`src/hdl/ffla_pkg.sv`:
```
`default_nettype none
// ----------------------------------------------------------------------------
// ffla_pkg - shared types and constants of the first-fit free-list allocator
// Holds register indexes, operation codes, the sequencer state type and the
// control bundle broadcast to the entry cells.
// ----------------------------------------------------------------------------
package ffla_pkg;

    localparam int unsigned FFLA_MAX_ENTRIES = 1024;
    localparam int unsigned CFG_IDX_W        = 2;

    localparam logic [CFG_IDX_W-1:0] REG_HEAP_BASE = CFG_IDX_W'(0);
    localparam logic [CFG_IDX_W-1:0] REG_HEAP_END  = CFG_IDX_W'(1);

    localparam logic FUNC_ALLOC   = 1'b0;
    localparam logic FUNC_RELEASE = 1'b1;

    typedef enum logic [1:0] {
        ST_IDLE,
        ST_SCAN,
        ST_REST
    } st_t;

    // per-cycle command to every cell of the ring
    typedef struct packed {
        logic        rot;     // rotate ring one place toward cell 0
        logic        shl;     // close gap at cell 0 (cells below lim take right)
        logic        shr;     // open gap at cell 0 (cells 1..lim take left)
        logic        wr0;     // load cell 0 from wstart/wlen
        logic        wrl;     // load last cell from wstart/wlen
        logic [31:0] wstart;
        logic [31:0] wlen;
    } cell_ctl_t;

endpackage
`default_nettype wire

```
`src/hdl/ffla_cell.sv`:
```
`default_nettype none
// ----------------------------------------------------------------------------
// ffla_cell - one free-list entry of the ring
// Holds a start/length pair; takes its neighbor's pair on rotate or shift, or wstart/wlen on a write.
// ----------------------------------------------------------------------------
module ffla_cell import ffla_pkg::*; #(
    parameter int unsigned MAX_ENTRIES = FFLA_MAX_ENTRIES,
    parameter int unsigned IDX         = 0,
    localparam int unsigned CNT_W      = $clog2(MAX_ENTRIES + 1)
) (
    input  wire logic             aclk,
    input  wire cell_ctl_t        ctl,
    input  wire logic [CNT_W-1:0] lim,
    input  wire logic [31:0]      left_start,
    input  wire logic [31:0]      left_len,
    input  wire logic [31:0]      right_start,
    input  wire logic [31:0]      right_len,
    output logic      [31:0]      cell_start,
    output logic      [31:0]      cell_len
);

    localparam logic [CNT_W-1:0] POS = CNT_W'(IDX);

    logic [31:0] start_reg, start_next;
    logic [31:0] len_reg, len_next;

    always_comb begin
        start_next = start_reg;
        len_next   = len_reg;
        if (ctl.rot || (ctl.shl && POS < lim)) begin
            start_next = right_start;
            len_next   = right_len;
        end else if (ctl.shr && IDX != 0 && POS <= lim) begin
            start_next = left_start;
            len_next   = left_len;
        end else if ((ctl.wr0 && IDX == 0) || (ctl.wrl && IDX == MAX_ENTRIES - 1)) begin
            start_next = ctl.wstart;
            len_next   = ctl.wlen;
        end
    end

    always_ff @(posedge aclk) begin
        start_reg <= start_next;
        len_reg   <= len_next;
    end

    assign cell_start = start_reg;
    assign cell_len   = len_reg;

endmodule
`default_nettype wire

```
`config.mk`:
```
export PLATFORM = sky130hd
export DESIGN_NAME = ffla_cell
export DESIGN_NICKNAME = d
export VERILOG_FILES = /design/src/hdl/ffla_pkg.sv /design/src/hdl/ffla_cell.sv
export SDC_FILE = /design/constraint.sdc
export NUM_CORES = 1
export LEC_CHECK = 0
export ABC_AREA = 1
export BUFFER_PORTS_ARGS = -buffer_cell sky130_fd_sc_hd__buf_2
export CORE_AREA = 2 2 106 108
export DETAILED_ROUTE_END_ITERATION = 10
export DIE_AREA = 0 0 108 110
export PLACE_DENSITY = 0.7
export SYNTH_ARGS = -nofsm -noshare
export SYNTH_HDL_FRONTEND = slang
export SYNTH_SLANG_ARGS = --single-unit
```
`constraint.sdc`:
```
create_clock -name aclk -period 5.55 [get_ports aclk]
set_input_delay 0.2775 -clock aclk [delete_from_list [all_inputs] [get_ports aclk]]
set_output_delay 0.2775 -clock aclk [all_outputs]
set_load 0.02 [all_outputs]
```
==> impl_metrics.csv <==
group,metric,value,unit
floorplan,initial_core_util,27.3,%
power_and_ir_drop,p_sw,338,uW
floorplan,io_pins,273,
power_and_ir_drop,p_per_area,282,nW/um^2
power_and_ir_drop,p_leak,0.00217,uW
timing,final-setup-viol-count,0,
floorplan,die_w,108,um
grt,grt-ovfl-total,0,
yosys,synth_area,2920,sq um
yosys,seq_area_frac_synth,65.8,%
floorplan,fp.dieH,110,um
clock_tree,cts_buffers,9,
power_and_ir_drop,p_int,839,uW
floorplan,fp.coreArea,10700,sq um
clock_tree,root_buffer,"clkbuf_8",
worst_hold_path,holdCritPathClass,"primary input to register",
layout,layout_commonest_cell,"buf_2",
grt,grt_pass1_wl,12500,um
layout,final_nets,701,
floorplan,rows,38,
power_and_ir_drop,power.total,1180,uW
placed_design,gp_congestion,0.774,
power_and_ir_drop,ir_drop,86.1,uV
timing,period_share,31.9,%
layout,final_cell_mix,"206 x buf_2, 131 x nand2_1, 64 x nand3_1, 64 x edfxtp_1, 9 x clkbuf_8",
timing,timing.final.crit_period,1.77,ns
floorplan,die_area,11900,sq um
route,drt_iter0_markers,80,
yosys,ys_warn_count,0,
timing,slew_headroom,22.1,%
clock_tree,holdBufCountCts,0,
power_and_ir_drop,pwr-share-clk,27.9,%
layout,seqCellArea,1920,sq um
setup_path,arrival,1.80,ns
timing,slew_viol_final,0,
yosys,syn_inst,291,
timing,hold_viol_final,0,
job,drv_cap,0,
grt,grtUsageTotal,13.8,%
clock_tree,cts_num_sinks,64,
yosys,synth_area_per_cell,10.0,sq um
clock_tree,cts_buffer_depth,2,
setup_path,setup.worst_path.start_class,"primary input",
grt,grt_pass1_vias,2617,
route,wire_per_inst,13.2,um
grt,grt_max_degree,66,
route,routed_wl,8420,um
clock_tree,htree_levels,3,
clock_tree,path_clk_slew,0.07,ns
placed_design,place_hpwl,6230,um
clock_tree,cts_tree,"yes",
yosys,ys_ff_latch,64,
layout,drive_above_1_share,45.1,%
power_and_ir_drop,p_seq_share,51.3,%
clock_tree,post-cts-setup-buffers,0,
timing,max_freq,0.565,GHz
yosys,synth.net_count,500,
grt,grt_antenna_before_repair,0,
timing,timing_worst_slew_pin_value,1.16,ns
timing,grt_setup_unrepaired,"false",
layout,multi_input_area,861,sq um
power_and_ir_drop,sw_frac_of_total,28.7,%
setup_path,end_kind,"register",
setup_path,worstPathRequired,5.58,ns
setup_path,worstSetupPathType,"primary input to register",
placed_design,port_buffers,206,
route,drtAntennaViolNets,0,
clock_tree,cts_resized,0,
layout,nFillCells,1092,
route,first_pass_iters,4,
route,drcViolationCount,0,
route,vias,2825,
status,status,"complete, no violations",
layout,diodes,0,
layout,areaGrowthSynthToFinish,43.2,%
setup_path,cp_max_fo,65,
yosys,synth.distinct_cells,12,
route,avgViaCountPerCell,4.43,
power_and_ir_drop,p_comb_share,20.8,%
timing,setup_tns,0,ns
[state kept, by name, indices dropped and copies added, names as in the netlist]
register / cells
cell_start: 32
cell_len: 32
[worst paths after layout]
check / depth (start not counted) / startpoint / to / slack, ns
max: 9 / lim[9] / cell_start[23] / 3.78
min: 3 / right_len[13] / cell_len[13] / 0.20
[area by class of cell]
| cell class | instances | share of cell area [%] |
|---|---|---|
| Clock buffer | 11 | 3.14 |
| Clock inverter | 5 | 0.569 |
| Inverter | 2 | 0.180 |
| Multi-Input combinational cell | 205 | 20.6 |
| Sequential cell | 64 | 46.0 |
| Tap cell | 140 | 4.19 |
| Timing Repair Buffer | 210 | 25.4 |
[power groups by stage]
stage	clock network (uW)	logic (uW)	registers [uW]
2_1_floorplan	0	62.3	689
3_3_place_gp	0	244	613
3_5_place_dp	0	249	615
4_1_cts	346	249	605
5_1_grt	369	267	609
6_report	328	245	604
[layer usage]
| metal | track usage (%) | up-vias | part of all wire (%) |
|---|---|---|---|
| met2 | 23.4 | 146 | 48 |
| met1 | 16.3 | 1280 | 41 |
| met4 | 6.32 | 0 | 1.8 |
| met3 | 4.17 | 13 | 9.2 |
| met5 | 0 | - | 0 |
| li1 | - | 1386 | - |
[metrics by stage]
stage                     instances  utilization (%)  setup slack (ns)  cell area [sq um]  hold WS (ns)
after CTS                       637             39.1              3.77               4180         0.181
after global routing            637             39.1              3.62               4180         0.183
after global placement          621             37.6              3.47               4030         0.541
after floorplan                 291                -              2.40               2920         0.456
final                           637             39.1              3.78               4180         0.205
after detailed placement        621             37.6              3.38               4030         0.546
[critical path, stage by stage]
cell	delay [ns]
buf_2	0.10
nor2_1	0.10
nand2_1	0.06
nor2_1	0.09
nand2_1	0.07
nand2_2	0.07
buf_4	0.52
nand3b_1	0.18
buf_4	0.31
[cell usage after synthesis]
master | number | area [sq um]
and2_0 | 1 | 6.26
buf_1 | 1 | 3.75
buf_2 | 8 | 40.0
buf_6 | 6 | 67.6
clkbuf_1 | 5 | 18.8
edfxtp_1 | 64 | 1920
inv_1 | 2 | 7.51
nand2_1 | 131 | 492
nand2_2 | 2 | 12.5
nand3_1 | 64 | 320
nand3b_1 | 1 | 7.51
nor2_1 | 6 | 22.5
[cell families (layout without fill, tap and decap cells)]
group                  count (synthesis)  count (layout)  synth area share [%]
and+or+nand+nor                      205             205                  29.5
DFF                                   64              64                  65.8
buffers and inverters                 22             228                  4.71
Note: power is estimated with default switching activity, not from simulation.
